===== src/rtl/assert_macros.svh =====
// Assertion macros shared by the cave automaton RTL.
// Depends on nothing; include by bare file name.
`ifndef ASSERT_MACROS_SVH
`define ASSERT_MACROS_SVH

// Check that a implies c in the same cycle.
`define ASSERT_IMPLIES(label, clk, rst_n, a, c) \
  label: assert property (@(posedge clk) disable iff (!rst_n) (a) |-> (c)) \
    else $error("assertion failed: a implies c");

// Check that a implies c in the next cycle.
`define ASSERT_NEXT(label, clk, rst_n, a, c) \
  label: assert property (@(posedge clk) disable iff (!rst_n) (a) |=> (c)) \
    else $error("assertion failed: a implies c next cycle");

`endif


===== src/rtl/cas_pkg.sv =====
// Types and constants for the cave automaton stencil step.
// Used by cave_automaton_stencil_step; depends on nothing.
`default_nettype none

package cas_pkg;

  localparam int CfgIdxW     = 2;
  localparam int CfgDataW    = 11;
  localparam int BirthMinW   = 4;
  localparam int DeathMaxW   = 4;
  localparam int RowLengthW  = 9;
  localparam int FrameRowsW  = 11;
  localparam int CountW      = 4;

  localparam logic [BirthMinW-1:0]  BirthMinReset  = 4'd6;
  localparam logic [DeathMaxW-1:0]  DeathMaxReset  = 4'd3;
  localparam logic [RowLengthW-1:0] RowLengthReset = 9'd200;
  localparam logic [FrameRowsW-1:0] FrameRowsReset = 11'd120;

  typedef enum logic [CfgIdxW-1:0] {
    CFG_BIRTH_MIN  = 2'd0,
    CFG_DEATH_MAX  = 2'd1,
    CFG_ROW_LENGTH = 2'd2,
    CFG_FRAME_ROWS = 2'd3
  } cfg_idx_e;

  typedef struct packed {
    logic cell_alive;
    logic pad;
  } in_item_t;

  typedef struct packed {
    logic              next_alive;
    logic [CountW-1:0] neighbour_count;
    logic              row_end;
    logic              frame_end;
  } out_item_t;

endpackage

`default_nettype wire


===== src/rtl/cas_ram.sv =====
// Generic single-write, single-read RAM with registered read data.
// Used for the line buffers; depends on nothing.
`default_nettype none

module cas_ram #(
  parameter int WIDTH = 2,
  parameter int DEPTH = 256
) (
  input  wire logic                     clk_i,
  input  wire logic                     we_i,
  input  wire logic [$clog2(DEPTH)-1:0] waddr_i,
  input  wire logic [WIDTH-1:0]         wdata_i,
  input  wire logic                     re_i,
  input  wire logic [$clog2(DEPTH)-1:0] raddr_i,
  output logic      [WIDTH-1:0]         rdata_o
);

  logic [WIDTH-1:0] mem_q [DEPTH];
  logic [WIDTH-1:0] rdata_q;

  always_ff @(posedge clk_i) begin
    if (re_i) begin
      rdata_q <= mem_q[raddr_i];
    end
    if (we_i) begin
      mem_q[waddr_i] <= wdata_i;
    end
  end

  assign rdata_o = rdata_q;

endmodule

`default_nettype wire


===== src/rtl/cave_automaton_stencil_step.sv =====
// Cave automaton stencil step: one smoothing generation over a raster cell stream.
// Depends on cas_pkg, cas_ram and assert_macros.svh.
//
// Takes one item per clock unless the reset clear or a stalled output holds it; an item
// is registered in s1, then its result (if any) in the output register. The result for
// a cell appears with the item clamped row_length+1 places behind it. The two line
// buffers share one 2-bit RAM, read when an item is accepted and written back when it
// leaves s1, with a bypass when two items in a row hit the same column. After reset the
// RAM is cleared one column per cycle, input stalled; configuration writes are taken.
`default_nettype none

`include "assert_macros.svh"

module cave_automaton_stencil_step #(
  parameter int MAX_WIDTH  = 256,
  parameter int MAX_HEIGHT = 1024
) (
  input  wire logic                           clk_i,
  input  wire logic                           rst_ni,
  input  wire logic                           cfg_we_i,
  input  wire logic [cas_pkg::CfgIdxW-1:0]    cfg_index_i,
  input  wire logic [cas_pkg::CfgDataW-1:0]   cfg_data_i,
  input  wire logic                           in_valid_i,
  output logic                                in_stall_o,
  input  wire cas_pkg::in_item_t              in_item_i,
  output logic                                out_valid_o,
  input  wire logic                           out_stall_i,
  output cas_pkg::out_item_t                  out_item_o
);

  localparam int CW  = $clog2(MAX_WIDTH);
  localparam int WW  = $clog2(MAX_WIDTH + 1);
  localparam int HW  = $clog2(MAX_HEIGHT + 2);
  localparam int WXW = (WW > cas_pkg::RowLengthW) ? WW : cas_pkg::RowLengthW;
  localparam int HXW = (HW > cas_pkg::FrameRowsW) ? HW : cas_pkg::FrameRowsW;
  localparam int CNT = cas_pkg::CountW;

  // configuration
  logic [cas_pkg::BirthMinW-1:0]  birth_min_q;
  logic [cas_pkg::DeathMaxW-1:0]  death_max_q;
  logic [cas_pkg::RowLengthW-1:0] row_length_q;
  logic [cas_pkg::FrameRowsW-1:0] frame_rows_q;

  always_ff @(posedge clk_i or negedge rst_ni) begin
    if (!rst_ni) begin
      birth_min_q  <= cas_pkg::BirthMinReset;
      death_max_q  <= cas_pkg::DeathMaxReset;
      row_length_q <= cas_pkg::RowLengthReset;
      frame_rows_q <= cas_pkg::FrameRowsReset;
    end else if (cfg_we_i) begin
      unique case (cas_pkg::cfg_idx_e'(cfg_index_i))
        cas_pkg::CFG_BIRTH_MIN:  birth_min_q  <= cfg_data_i[cas_pkg::BirthMinW-1:0];
        cas_pkg::CFG_DEATH_MAX:  death_max_q  <= cfg_data_i[cas_pkg::DeathMaxW-1:0];
        cas_pkg::CFG_ROW_LENGTH: row_length_q <= cfg_data_i[cas_pkg::RowLengthW-1:0];
        cas_pkg::CFG_FRAME_ROWS: frame_rows_q <= cfg_data_i[cas_pkg::FrameRowsW-1:0];
      endcase
    end
  end

  // clamped grid size
  logic [WXW-1:0] wx;
  logic [HXW-1:0] hx;
  logic [WW-1:0]  w;
  logic [HW-1:0]  h;

  always_comb begin
    wx = WXW'(row_length_q);
    hx = HXW'(frame_rows_q);
    if (wx == '0) begin
      wx = WXW'(1);
    end else if (wx > WXW'(MAX_WIDTH)) begin
      wx = WXW'(MAX_WIDTH);
    end
    if (hx == '0) begin
      hx = HXW'(1);
    end else if (hx > HXW'(MAX_HEIGHT)) begin
      hx = HXW'(MAX_HEIGHT);
    end
    w = WW'(wx);
    h = HW'(hx);
  end

  // control and pipeline registers
  logic          clr_active_q;
  logic [CW-1:0] clr_addr_q;
  logic [CW-1:0] col_q, col_d;
  logic [HW-1:0] row_q, row_d;
  logic          s1_valid_q;
  logic          s1_cell_q;
  logic [CW-1:0] s1_col_q;
  logic [HW-1:0] s1_row_q;
  logic          fwd_q;
  logic [1:0]    fwd_data_q;
  logic [8:0]    win_q, win_d;
  logic          out_valid_q;
  cas_pkg::out_item_t out_q;

  logic       accept;
  logic       s1_fire;
  logic       res_valid;
  logic       out_free;
  logic [1:0] rd_data;
  logic [1:0] entry;
  logic [1:0] wr_data;
  logic       top, mid;
  cas_pkg::out_item_t res;

  assign out_free   = !out_valid_q || !out_stall_i;
  assign s1_fire    = s1_valid_q && (!res_valid || out_free);
  assign in_stall_o = clr_active_q || (s1_valid_q && !s1_fire);
  assign accept     = in_valid_i && !in_stall_o;

  // raster position of the next item
  logic [WW-1:0] col_inc;

  always_comb begin
    col_inc = WW'(col_q) + WW'(1);
    col_d   = col_q;
    row_d   = row_q;
    if (row_q >= h + HW'(1) && col_q == '0) begin
      col_d = '0;
      row_d = '0;
    end else if (col_inc >= w) begin
      col_d = '0;
      row_d = row_q + HW'(1);
    end else begin
      col_d = CW'(col_inc);
    end
  end

  // line buffer: bit 0 two rows back, bit 1 one row back
  assign entry   = fwd_q ? fwd_data_q : rd_data;
  assign top     = entry[0];
  assign mid     = entry[1];
  assign wr_data = {s1_cell_q, mid};

  cas_ram #(
    .WIDTH(2),
    .DEPTH(MAX_WIDTH)
  ) u_line_ram (
    .clk_i  (clk_i),
    .we_i   (clr_active_q || s1_fire),
    .waddr_i(clr_active_q ? clr_addr_q : s1_col_q),
    .wdata_i(clr_active_q ? 2'b00 : wr_data),
    .re_i   (accept),
    .raddr_i(col_q),
    .rdata_o(rd_data)
  );

  // stencil evaluation
  logic          col0;
  logic [HW-1:0] off;
  logic [HW-1:0] r;
  logic [CW-1:0] c;
  logic          top_ok, bot_ok, left_ok, right_ok;
  logic [2:0]    lft, ctr, rgt;
  logic [CNT-1:0] count;
  logic          self_bit;
  logic          next_bit;

  always_comb begin
    col0  = (s1_col_q == '0);
    win_d = col0 ? win_q : {s1_cell_q, mid, top, win_q[8:3]};
    off   = col0 ? HW'(2) : HW'(1);
    r     = s1_row_q - off;
    c     = col0 ? CW'(w - WW'(1)) : s1_col_q - CW'(1);
    res_valid = (s1_row_q >= off) && (r < h) && (WW'(c) < w);
    top_ok   = (r != '0);
    bot_ok   = (r + HW'(1)) < h;
    left_ok  = (c != '0);
    right_ok = (WW'(c) + WW'(1)) < w;
    lft = col0 ? win_d[5:3] : win_d[2:0];
    ctr = col0 ? win_d[8:6] : win_d[5:3];
    rgt = col0 ? 3'b000 : win_d[8:6];
    count = CNT'(lft[0] & top_ok & left_ok) + CNT'(lft[1] & left_ok)
          + CNT'(lft[2] & bot_ok & left_ok) + CNT'(ctr[0] & top_ok)
          + CNT'(ctr[2] & bot_ok) + CNT'(rgt[0] & top_ok & right_ok)
          + CNT'(rgt[1] & right_ok) + CNT'(rgt[2] & bot_ok & right_ok);
    self_bit = ctr[1];
    priority if (!self_bit && count >= CNT'(birth_min_q)) begin
      next_bit = 1'b1;
    end else if (self_bit && count <= CNT'(death_max_q)) begin
      next_bit = 1'b0;
    end else begin
      next_bit = self_bit;
    end
    res.next_alive      = next_bit;
    res.neighbour_count = count;
    res.row_end         = (WW'(c) == w - WW'(1));
    res.frame_end       = res.row_end && (r == h - HW'(1));
  end

  // control state
  always_ff @(posedge clk_i or negedge rst_ni) begin
    if (!rst_ni) begin
      clr_active_q <= 1'b1;
      clr_addr_q   <= '0;
      col_q        <= '0;
      row_q        <= '0;
      s1_valid_q   <= 1'b0;
      fwd_q        <= 1'b0;
      win_q        <= '0;
      out_valid_q  <= 1'b0;
    end else begin
      if (clr_active_q) begin
        clr_addr_q <= clr_addr_q + CW'(1);
        if (clr_addr_q == CW'(MAX_WIDTH - 1)) begin
          clr_active_q <= 1'b0;
        end
      end
      if (accept) begin
        col_q      <= col_d;
        row_q      <= row_d;
        s1_valid_q <= 1'b1;
        fwd_q      <= s1_fire && (s1_col_q == col_q);
      end else if (s1_fire) begin
        s1_valid_q <= 1'b0;
      end
      if (s1_fire) begin
        win_q <= win_d;
      end
      if (s1_fire && res_valid) begin
        out_valid_q <= 1'b1;
      end else if (!out_stall_i) begin
        out_valid_q <= 1'b0;
      end
    end
  end

  // payload
  always_ff @(posedge clk_i) begin
    if (accept) begin
      s1_cell_q  <= in_item_i.cell_alive && !in_item_i.pad;
      s1_col_q   <= col_q;
      s1_row_q   <= row_q;
      fwd_data_q <= wr_data;
    end
    if (s1_fire && res_valid) begin
      out_q <= res;
    end
  end

  assign out_valid_o = out_valid_q;
  assign out_item_o  = out_q;

  `ASSERT_IMPLIES(a_clear_empty, clk_i, rst_ni, clr_active_q, !s1_valid_q && !out_valid_q)
  `ASSERT_IMPLIES(a_frame_row_end, clk_i, rst_ni, out_valid_q && out_q.frame_end, out_q.row_end)
  `ASSERT_IMPLIES(a_count_range, clk_i, rst_ni, out_valid_q, out_q.neighbour_count <= CNT'(8))
  `ASSERT_NEXT(a_result_lands, clk_i, rst_ni, s1_fire && res_valid, out_valid_q)

endmodule

`default_nettype wire


===== config.mk =====
export PLATFORM = sky130hd
export DESIGN_NAME = cave_automaton_stencil_step
export DESIGN_NICKNAME = d
export VERILOG_FILES = /design/src/rtl/cas_pkg.sv /design/src/rtl/cas_ram.sv /design/src/rtl/cave_automaton_stencil_step.sv
export VERILOG_INCLUDE_DIRS = /design/src /design/src/rtl
export SDC_FILE = /design/constraint.sdc
export NUM_CORES = 1
export LEC_CHECK = 0
export ABC_AREA = 1
export BUFFER_PORTS_ARGS = -buffer_cell sky130_fd_sc_hd__buf_4
export CAP_MARGIN = 20
export CORE_ASPECT_RATIO = 0.6
export CORE_UTILIZATION = 60
export DETAILED_ROUTE_END_ITERATION = 12
export GPL_ROUTABILITY_DRIVEN = 0
export PLACE_DENSITY_LB_ADDON = 0.2
export SYNTH_ARGS = -nofsm -noshare
export SYNTH_HDL_FRONTEND = slang
export SYNTH_HIERARCHICAL = 1
export SYNTH_SLANG_ARGS = --single-unit

===== constraint.sdc =====
create_clock -name clk_i -period 8.8 [get_ports clk_i]
set_input_delay 0.44 -clock clk_i [delete_from_list [all_inputs] [get_ports clk_i]]
set_output_delay 0.44 -clock clk_i [all_outputs]
set_load 0.03 [all_outputs]

==> After elaboration in Yosys (flattened, before gate mapping) <==
Memory sizes are Yosys's and may differ from the RTL's. A register that Yosys moved wholly into a read port is not among the register bits.
Cells that the tools add are included.
{ "totals": {"register_bits": 97, "n_memories": 1, "word_cells": 132, "ram_bits": 512, "output_inout_bits": 9, "inputBits": 20} }
{ "memory_table": {"columns": ["name", "depth", "word_bits", "read_ports", "rd_ports_with_merged_regs", "write_ports", "line", "source"], "rows": [
  ["u_line_ram.mem_q", 256, 2, 1, 1, 1, "cas_ram.sv:18", "logic [WIDTH-1:0] mem_q [DEPTH];"]
]} }
{ "op_classes": {"addsub": 17, "reduce_logical": 37, "magnitude_cmp": 11, "bitwise_logic": 12, "n_mux": 26, "n_eq_ne": 8} }
{ "op_table": {"columns": ["operator", "count"], "rows": [
  ["$mux W11", 4],
  ["$add A11 B1 Y11 const B", 3],
  ["$mux W8", 4],
  ["$mux W9", 3],
  ["$lt A11 B11 Y1", 2],
  ["$add A8 B1 Y9 const B", 2],
  ["$add A4 B1 Y4", 4],
  ["$logic_not A8 Y1", 2],
  ["$and A1 B1 Y1", 12],
  ["$logic_and A1 B1 Y1", 12],
  ["$eq A11 B11 Y1", 1],
  ["$ge A11 B11 Y1", 1],
  ["$ge A11 B2 Y1", 1],
  ["$gt A11 B11 Y1 const B", 1],
  ["$logic_not A11 Y1", 1],
  ["$reduce_bool A11 Y1", 1],
  ["$sub A11 B1 Y11 const B", 1],
  ["$sub A11 B2 Y11", 1],
  ["$reduce_and A2 Y1", 5],
  ["$eq A8 B9 Y1", 1],
  ["$ge A9 B9 Y1", 1],
  ["$gt A9 B9 Y1 const B", 1],
  ["$logic_not A9 Y1", 1],
  ["$lt A8 B9 Y1", 1],
  ["22 further kinds", 45]
]} }

==> Longest topological paths before layout <==
Gate-level depths: netlist of run 1.
{ "depth": {"word_depth": 17, "ltp_mapped": 35, "depth_no_buf": 35} }

==> Modules after synthesis <==
Netlist of run 1, hierarchy kept.
{ "modules_own_cells": {"columns": ["module", "seq_area_each_um2", "n_inst", "area_per_inst_um2", "cells_each"], "rows": [
  ["cas_ram", 15434.8, 1, 22146.2, 2055],
  ["cave_automaton_stencil_step", 2512.4, 1, 7931.4, 1077]
]} }

==> Worst setup path before layout of run 1 <==
Ideal clock, no wire load.
{ "synth_path": {"path_kind": "reg-to-reg", "start": "reg clr_active_q", "end": "mem u_line_ram.mem_q[0][1] (data pin)", "setup_slack_ps": 901, "stages_incl_launch_ff": 3, "t_required_ps": 7399, "path_buffers": 1, "t_arrival_ps": 6498, "setup_ps": 1401, "period_less_slack_ps": 7899, "cell_sequence": "dfstp_2 -> clkbuf_1 -> nor2_1"} }
{ "synth_between": {"elab_chain_cells": 1} }
{ "synth_rtl": {"columns": ["item", "line", "source"], "rows": [
  ["start: declaration", "cave_automaton_stencil_step.sv:84", "logic clr_active_q;"],
  ["start signal: assignment", "cave_automaton_stencil_step.sv:196", "clr_active_q <= 1'b1;"],
  ["start signal: assignment", "cave_automaton_stencil_step.sv:208", "clr_active_q <= 1'b0;"],
  ["$mux W2", "cave_automaton_stencil_step.sv:144", ".wdata_i(clr_active_q ? 2'b00 : wr_data),"],
  ["end: declaration", "cas_ram.sv:18", null]
]} }
Every way passes these cells.

==> Final worst setup path of run 1 <==
{ "layout_path": {"start": "reg s1_col_q[0]", "end": "reg out_q, in the netlist out_item_o[6] (data pin)"} }
{ "layout_between": {"elab_chain_cells": 16, "word_cells_on_any_way": 40, "cone_classes": "add/sub: 11; order compare: 4; mux: 7; bitwise: 12; reduce/logical: 6"} }
{ "layout_rtl": {"columns": ["item", "line", "source"], "rows": [
  ["start: declaration", "cave_automaton_stencil_step.sv:90", "logic [CW-1:0] s1_col_q;"],
  ["start signal: assignment", "cave_automaton_stencil_step.sv:234", "s1_col_q <= col_q;"],
  ["$logic_not A8 Y1", "cave_automaton_stencil_step.sv:162", "col0 = (s1_col_q == '0);"],
  ["$mux W2", "cave_automaton_stencil_step.sv:164", "off = col0 ? HW'(2) : HW'(1);"],
  ["$sub A11 B2 Y11", "cave_automaton_stencil_step.sv:165", "r = s1_row_q - off;"],
  ["$add A11 B1 Y11 or $reduce_bool A11 Y1 (tied branches)", "cave_automaton_stencil_step.sv:169, cave_automaton_stencil_step.sv:168", null],
  ["$lt A11 B11 Y1 or $and A1 B1 Y1 (tied branches)", "cave_automaton_stencil_step.sv:169, cave_automaton_stencil_step.sv:175", null],
  ["$and A1 B1 Y1 (on tied branches)", "cave_automaton_stencil_step.sv:176, cave_automaton_stencil_step.sv:175", null],
  ["$and A1 B1 Y1 or $add A1 B1 Y2 (tied branches)", "cave_automaton_stencil_step.sv:176, cave_automaton_stencil_step.sv:175", null],
  ["$add A2 B1 Y3", "cave_automaton_stencil_step.sv:176", "+ CNT'(lft[2] & bot_ok & left_ok) + CNT'(ctr[0] & top_ok)"],
  ["$add A3 B1 Y4", "cave_automaton_stencil_step.sv:176", null],
  ["$add A4 B1 Y4 (2 in a row)", "cave_automaton_stencil_step.sv:177", "+ CNT'(ctr[2] & bot_ok) + CNT'(rgt[0] & top_ok & right_ok)"],
  ["$add A4 B1 Y4", "cave_automaton_stencil_step.sv:178", "+ CNT'(rgt[1] & right_ok) + CNT'(rgt[2] & bot_ok & right_ok);"],
  ["$add A4 B1 Y4 (*)", "cave_automaton_stencil_step.sv:178", null],
  ["named net count[2]", "cave_automaton_stencil_step.sv:157", "logic [CNT-1:0] count;"],
  ["$le A4 B4 Y1", "cave_automaton_stencil_step.sv:182", "end else if (self_bit && count <= CNT'(death_max_q)) begin"],
  ["$logic_and A1 B1 Y1", "cave_automaton_stencil_step.sv:182", null],
  ["$mux W1", "cave_automaton_stencil_step.sv:182", null],
  ["end signal: assignment", "cave_automaton_stencil_step.sv:239", "out_q <= res;"],
  ["end: declaration", "cave_automaton_stencil_step.sv:96", "cas_pkg::out_item_t out_q;"]
]} }
The timed path passes the listed nets; every way through them passes the cells marked *.
A chain may end at the register's enable or synchronous reset.

==> impl_metrics.ini, run 1 <==
[logic_synthesis]
synth.mux.area_fraction = 0.000374
synth_compound_gate_area_share = 0.0240
synth-seq-area-share = 0.597
ys_ff_latch = 608
synth-xor-area-share = 0.0151
synth.avg_cell_area_um2 = 9.60
synth_simple_gate_area_frac = 0.271
mappedNetlistArea_um2 = 30100
main_combinational_cell_family_by_area_after_synthesis = simple AND/OR/NAND/NOR gates
synth_warnings = 6
ys_async_rst_share = 0.107
yosys.cell_types.count = 53
synth_enable_flop_cells = 543
synth-main-ff-cell = sky130_fd_sc_hd__edfxtp_1
synth-adder-area-share = 0.0383
synthesis.nets = 3241
post_synth_inst_count = 3132

[grt]
grt_pass1_wl_mm = 121
grt.met3_usage = 0.0803
groute.usage.overall = 0.308
first_global_vias = 21098
grt-busiest-layer = met1
initial_antenna_violation_count = 2
met1_track_demand_over_resource_in_global_routing = 0.490
grt.overflow.total = 0
grt_start_max_net_pins = 257
met2_usage = 0.424

[clocking]
post-cts-setup-buffers = 0
cts_sinks = 608
tritoncts_clock_tree = done
clock-root-buffer = sky130_fd_sc_hd__clkbuf_16
clock_insertion_delay_worst_skew_ps = 610
cts_buffers = 54
cts_max_level = 2
clock_pin_slew_on_the_worst_setup_and_hold_paths_ps = 70
max-clock-path-buffers = 3

[routing]
drt_iter0_drc = 3574
dr_total_vias = 22914
post_drt_via_cell_ratio = 6.08
ant_nets = 0
drc_errors = 0
routed_wire_length_per_instance_um = 21.1
route.final.wire_length_mm = 79.4
1st_pass_router_iterations = 9

[pwr]
vdd.ir_drop.worst_mv = 0.300
p_leak_nw = 12.4
post-layout-total-power_mw = 9.89
powerDensity_nw_per_um2 = 308

[sta]
worst_slew_pin_slew_ps = 1170
final_tns_setup_ps = 0
finalClockSkew_ps = 33.5
layout_setup_ws_ps = 1230
max_freq_mhz = 132
worst_hold_slack_ps = 88.6
final_period_minus_worst_setup_slack_ps = 7570
post-route-period-util = 0.860
grt_setup_unrepaired = no
timing.final.setup_violations = 0
finalHoldViolCount = 0
slew_violations = 0
slew-limit-headroom = 0.215

[critical_path]
crit_path_start_kind = register
worst_r2r_endpoint = out_item_o[6]
cp-endpoint = out_item_o[6]
crit-reg2reg-launch = s1_col_q[0]
cp_slowest_cell = sky130_fd_sc_hd__fa_1
crit_required_ps = 9140
crit_start = s1_col_q[0]
worst-r2r-cell-count = 31
crit_top_cell = sky130_fd_sc_hd__inv_1
end_kind = register
setup.reg_to_reg.worst_slack_ps = 1230
longest_individual_stage_delay_on_the_worst_path_ps = 570
crit_type = register to register
timing.critical_path.arrival_ps = 7910
critPathMaxFanout = 21

[layout]
design.final.nets = 3186
layout.cells.most_common = sky130_fd_sc_hd__nand2_1
finalNonFillerCells = 3767
final_area_um2 = 32100
layout_common_cells = 879 x sky130_fd_sc_hd__nand2_1, 560 x sky130_fd_sc_hd__nand3_1, 543 x sky130_fd_sc_hd__edfxtp_1
fraction_of_layout_cells_with_a_size_suffix_above_1 = 0.0581
synthesis_to_finish_area_growth_pct = 6.73
insertedDiodeCount = 0
final_util = 0.650

[floorplanning]
dieArea_um2 = 51100
starting_density = 0.609
ios = 29
width_of_the_chip_um = 291
die_height_um = 175
num_rows = 63
fp.coreArea_um2 = 49400

[min_path]
hold_path.class = input pin to register

[outcome]
run_status = complete, no violations

[job]
cap_viol_max_count = 0

[placement]
placed_cells = 3668
dp_worst_setup_slack_ps = 1460
port_buffers = 28
dpl-instance-area_um2 = 30300
hpwlAfterDp_mm = 50.7
## cells in the mapped netlist, drive strengths merged, types with 2 or more instances
master / n / area share
nand2: 888 / 0.11
nand3: 564 / 0.095
edfxtp: 543 / 0.54
nor2: 388 / 0.050
inv: 192 / 0.024
buf: 104 / 0.024
ha: 84 / 0.035
o21ai: 81 / 0.014
dfrtp: 53 / 0.044
clkbuf: 51 / 0.0064
xor2: 36 / 0.010
a21oi: 33 / 0.0055
nand4: 28 / 0.0064
xnor2: 16 / 0.0047
nor3: 15 / 0.0027
dfstp: 12 / 0.010
nand3b: 9 / 0.0022
nor4: 7 / 0.0015
fa: 5 / 0.0033
o21a: 5 / 0.0012
a21boi: 3 / 0.0011
a31oi: 2 / 0.00042
nor3b: 2 / 0.00087
or2: 2 / 0.00042
## sequential cells by signal, indices dropped and copies added (netlist names), 2 cells and up
signal              flops
clr_addr_q              8
s1_col_q                8
frame_rows_q           11
u_line_ram/mem_q      512
s1_row_q               11
win_q                   6
u_line_ram/rdata_o      2
row_q                  11
birth_min_q             4
fwd_data_q              2
out_item_o              7
death_max_q             4
row_length_q            9
col_q                   8
## metal layers
layer,part of all wire,routed length [um]
met1,0.44,35100
met2,0.40,32200
met3,0.14,11000
met4,0.014,1130
met5,0.00016,13
## critical path, delay by kind of cell (launching register included)
kind,cells,cell delay (ps)
buffers and inverters,7,990
AO/OA/AOI/OAI,8,1690
flip-flops,1,390
AND/OR/NAND/NOR,7,1330
adder cells (fa/ha/maj),7,2390
XOR/XNOR,2,510
## repair_timing
item	in CTS	in global routing
gates resized for setup	0	0
hold buffers	1	0
hold endpoints to repair	24	0
## cells by family after synthesis
logic type / count (synthesis)
buffers and inverters: 347
AO/OA/AOI/OAI: 130
multiplexers: 1
adder cells (fa/ha/maj): 89
AND/OR/NAND/NOR: 1905
flip-flops: 608
XOR/XNOR: 52
## cell type report
class / count / area [um^2]
flip-flops and latches: 608 / 18000
clock buffers: 65 / 1390
well taps: 650 / 813
inverters: 192 / 728
fillers: 3908 / 17300
repair buffers: 44 / 378
clock inverters: 31 / 333
multi-input cells: 2177 / 10500
## worst min path at each step
stage | endpoint | slack, ps | startpoint | cells past startpoint
after floorplan | birth_min_q[0] | 140 | rst_ni | 0
after global placement | win_q[3] | 470 | win_q[3] | 2
after detailed placement | death_max_q[3] | 480 | death_max_q[3] | 2
after CTS | out_valid_o | 70 | out_stall_i | 3
after global routing | out_valid_o | 90 | out_stall_i | 3
final | out_valid_o | 90 | out_stall_i | 3
## power breakdown
group	switching [mW]	total (mW)	internal [mW]
Sequential	0.220	3.74	3.52
Clock	1.06	2.37	1.31
Combinational	2.68	3.78	1.10
Total	3.96	9.89	5.93
(Power assumes the default switching activity.)
==> inputs of run 2 (changes only) <==
Settings changed: ABC_AREA 1 to not set, CORE_UTILIZATION 60 to 25.
==> impl_metrics.ini, run 2 <==
[critical_path]
critPathMaxFanout = 13
cp_slowest_cell = sky130_fd_sc_hd__fa_1
crit_required_ps = 9210
timing.critical_path.arrival_ps = 8060
crit-reg2reg-launch = s1_col_q[2]
crit_path_start_kind = register
crit_start = s1_col_q[2]
end_kind = register
crit_type = register to register
longest_individual_stage_delay_on_the_worst_path_ps = 600
crit_top_cell = sky130_fd_sc_hd__ha_1

[grt]
first_global_vias = 17718
grt_start_max_net_pins = 257
grt_pass1_wl_mm = 123
groute.usage.overall = 0.142
grt.overflow.total = 0
initial_antenna_violation_count = 3

[layout]
sequential_cell_area_um2 = 18000
final.fill_count = 11518
finalNonFillerCells = 3630
layout_common_cells = 543 x sky130_fd_sc_hd__edfxtp_1, 315 x sky130_fd_sc_hd__nor2_1, 102 x sky130_fd_sc_hd__nand2_1
layout.cells.most_common = sky130_fd_sc_hd__edfxtp_1
design.final.nets = 2166
final_util = 0.287
fraction_of_layout_cells_with_a_size_suffix_above_1 = 0.155
largest_register = u_line_ram/mem_q
multi_input_comb_area_um2 = 9990
largest_reg_flops = 512
synthesis_to_finish_area_growth_pct = 13.8

[sta]
finalHoldViolCount = 0
final_period_minus_worst_setup_slack_ps = 7650
final_tns_setup_ps = 0
timing.final.setup_violations = 0
grt_setup_unrepaired = no
worst_hold_slack_ps = 28.4
finalClockSkew_ps = 36.4
slew_violations = 0
worst_slew_pin_slew_ps = 1330
max_freq_mhz = 131
slew-limit-headroom = 0.116
post-route-period-util = 0.869

[placement]
port_buffers = 28
hpwlAfterDp_mm = 54.5
placed_cells = 3504

[clocking]
max-clock-path-buffers = 3
clock-root-buffer = sky130_fd_sc_hd__clkbuf_16
cts_buffers = 61
cts_sinks = 608
post-cts-setup-buffers = 0
cts_max_level = 2
clock_pin_slew_on_the_worst_setup_and_hold_paths_ps = 70
cts_hold_buf = 7
post_cts_resized = 0
clock_insertion_delay_worst_skew_ps = 680
tritoncts_clock_tree = done

[outcome]
run_status = complete, no violations

[logic_synthesis]
synth.top_cell.area_share = 0.565
mappedNetlistArea_um2 = 28800
ys_ff_latch = 608
post_synth_inst_count = 2040
synth_warnings = 6
synthesis.nets = 2149
yosys.cell_types.count = 85
synth-seq-area-share = 0.622
synth_top_area_cell = sky130_fd_sc_hd__edfxtp_1
post-synth-top-count-cell = sky130_fd_sc_hd__edfxtp_1
synth-main-ff-cell = sky130_fd_sc_hd__edfxtp_1
ys_async_rst_share = 0.107
synth.avg_cell_area_um2 = 14.1
synth.top_cells.by_area = sky130_fd_sc_hd__edfxtp_1 57%, sky130_fd_sc_hd__mux4_2 6.4%, sky130_fd_sc_hd__dfrtp_1 4.6%, sky130_fd_sc_hd__nor2_1 4.1%, sky130_fd_sc_hd__ha_1 3.6%
synth_enable_flop_cells = 543
synth.top_cells.by_count = 543 x sky130_fd_sc_hd__edfxtp_1, 315 x sky130_fd_sc_hd__nor2_1, 102 x sky130_fd_sc_hd__nand2_1

[routing]
drc_errors = 0
dr_total_vias = 17823
route.final.wire_length_mm = 83.4
drt_iter0_drc = 1767
1st_pass_router_iterations = 7
ant_nets = 0
post_drt_via_cell_ratio = 4.91
routed_wire_length_per_instance_um = 23.0

[floorplanning]
die_height_um = 265
ios = 29
dieArea_um2 = 117000
width_of_the_chip_um = 441
num_rows = 96
fp.coreArea_um2 = 114000
starting_density = 0.252

[pwr]
powerDensity_nw_per_um2 = 313
post-layout-total-power_mw = 10.3
p_leak_nw = 10.7
vdd.ir_drop.worst_mv = 0.333

[job]
cap_viol_max_count = 0

[min_path]
hold_path.class = input pin to register
hp-start = cfg_data_i[9]
-- run 2: changes by cell type after synthesis, moves of 20 or more --
cell,before,now
sky130_fd_sc_hd__mux4_2,0,82
sky130_fd_sc_hd__buf_2,56,13
sky130_fd_sc_hd__mux2i_1,0,65
sky130_fd_sc_hd__nand2_1,879,102
sky130_fd_sc_hd__nand3_1,560,52
sky130_fd_sc_hd__clkbuf_1,51,77
sky130_fd_sc_hd__mux4_1,0,20
sky130_fd_sc_hd__nor2_1,376,315
sky130_fd_sc_hd__inv_1,183,54
sky130_fd_sc_hd__nor2b_1,0,27
sky130_fd_sc_hd__xnor2_1,16,51
sky130_fd_sc_hd__mux2_2,1,50
-- run 2: power breakdown --
group	total [mW]	switching, mW	internal [mW]
clock	2.79	1.19	1.60
sequential	3.79	0.238	3.55
combinational	3.70	2.30	1.40
-- run 2: layer usage --
layer	wire length, um	global-route usage
met1	43900	0.235
met3	6020	0.0295
met4	1040	0.0263
met2	32400	0.185
met5	18	0
-- run 2: kinds of logic (layout without fill, tap and decap cells) --
kind of cell,Yosys count,after routing,share of synthesized area
AND/OR/NAND/NOR,629,629,0.0995
flip-flops,608,608,0.622
AO/OA/AOI/OAI,247,247,0.0593
multiplexers,217,217,0.124
buffers and inverters,177,246,0.0326
adder cells (fa/ha/maj),89,89,0.0399
XOR/XNOR,73,73,0.0222
other,0,2,0
-- run 2: final timing paths --
| check | to | slack, ps | cells after the start |
|---|---|---|---|
| min reg2reg | clr_addr_q[7] | 500 | 1 |
| min | frame_rows_q[9] | 30 | 2 |
| max in group asynchronous | col_q[0] | 7630 | 2 |
| max reg2reg | out_item_o[6] | 1150 | 29 |
| min in group asynchronous | row_q[9] | 480 | 2 |
| max | out_item_o[6] | 1150 | 29 |
-- run 2: critical path, delay by kind of cell (launching register included) --
kind,cells,cell delay [ps]
AOI/OAI and AO/OA,8,1190
xor gates and xnor gates,2,690
adders and majority gates,7,2790
buffers and inverters,2,200
DFF,1,530
and+or+nand+nor,10,2020
-- run 2: through the flow --
stage          instance area (um^2)  setup slack [ps]
2_1_floorplan                 28800               333
3_3_place_gp                  30500              1260
3_5_place_dp                  30600              1160
4_1_cts                       32800              1190
5_1_grt                       32800               495
6_report                      32800              1150
-- run 2: cell type report --
| cell class | instances | share of cell area |
|---|---|---|
| clock inverters | 38 | 0.0155 |
| clock buffers | 77 | 0.0493 |
| flip-flops and latches | 608 | 0.547 |
| repair buffers | 74 | 0.0190 |
| multi-input cells | 1255 | 0.304 |
| diodes | 2 | 0.000153 |
| well taps | 1519 | 0.0579 |
| inverters | 57 | 0.00652 |
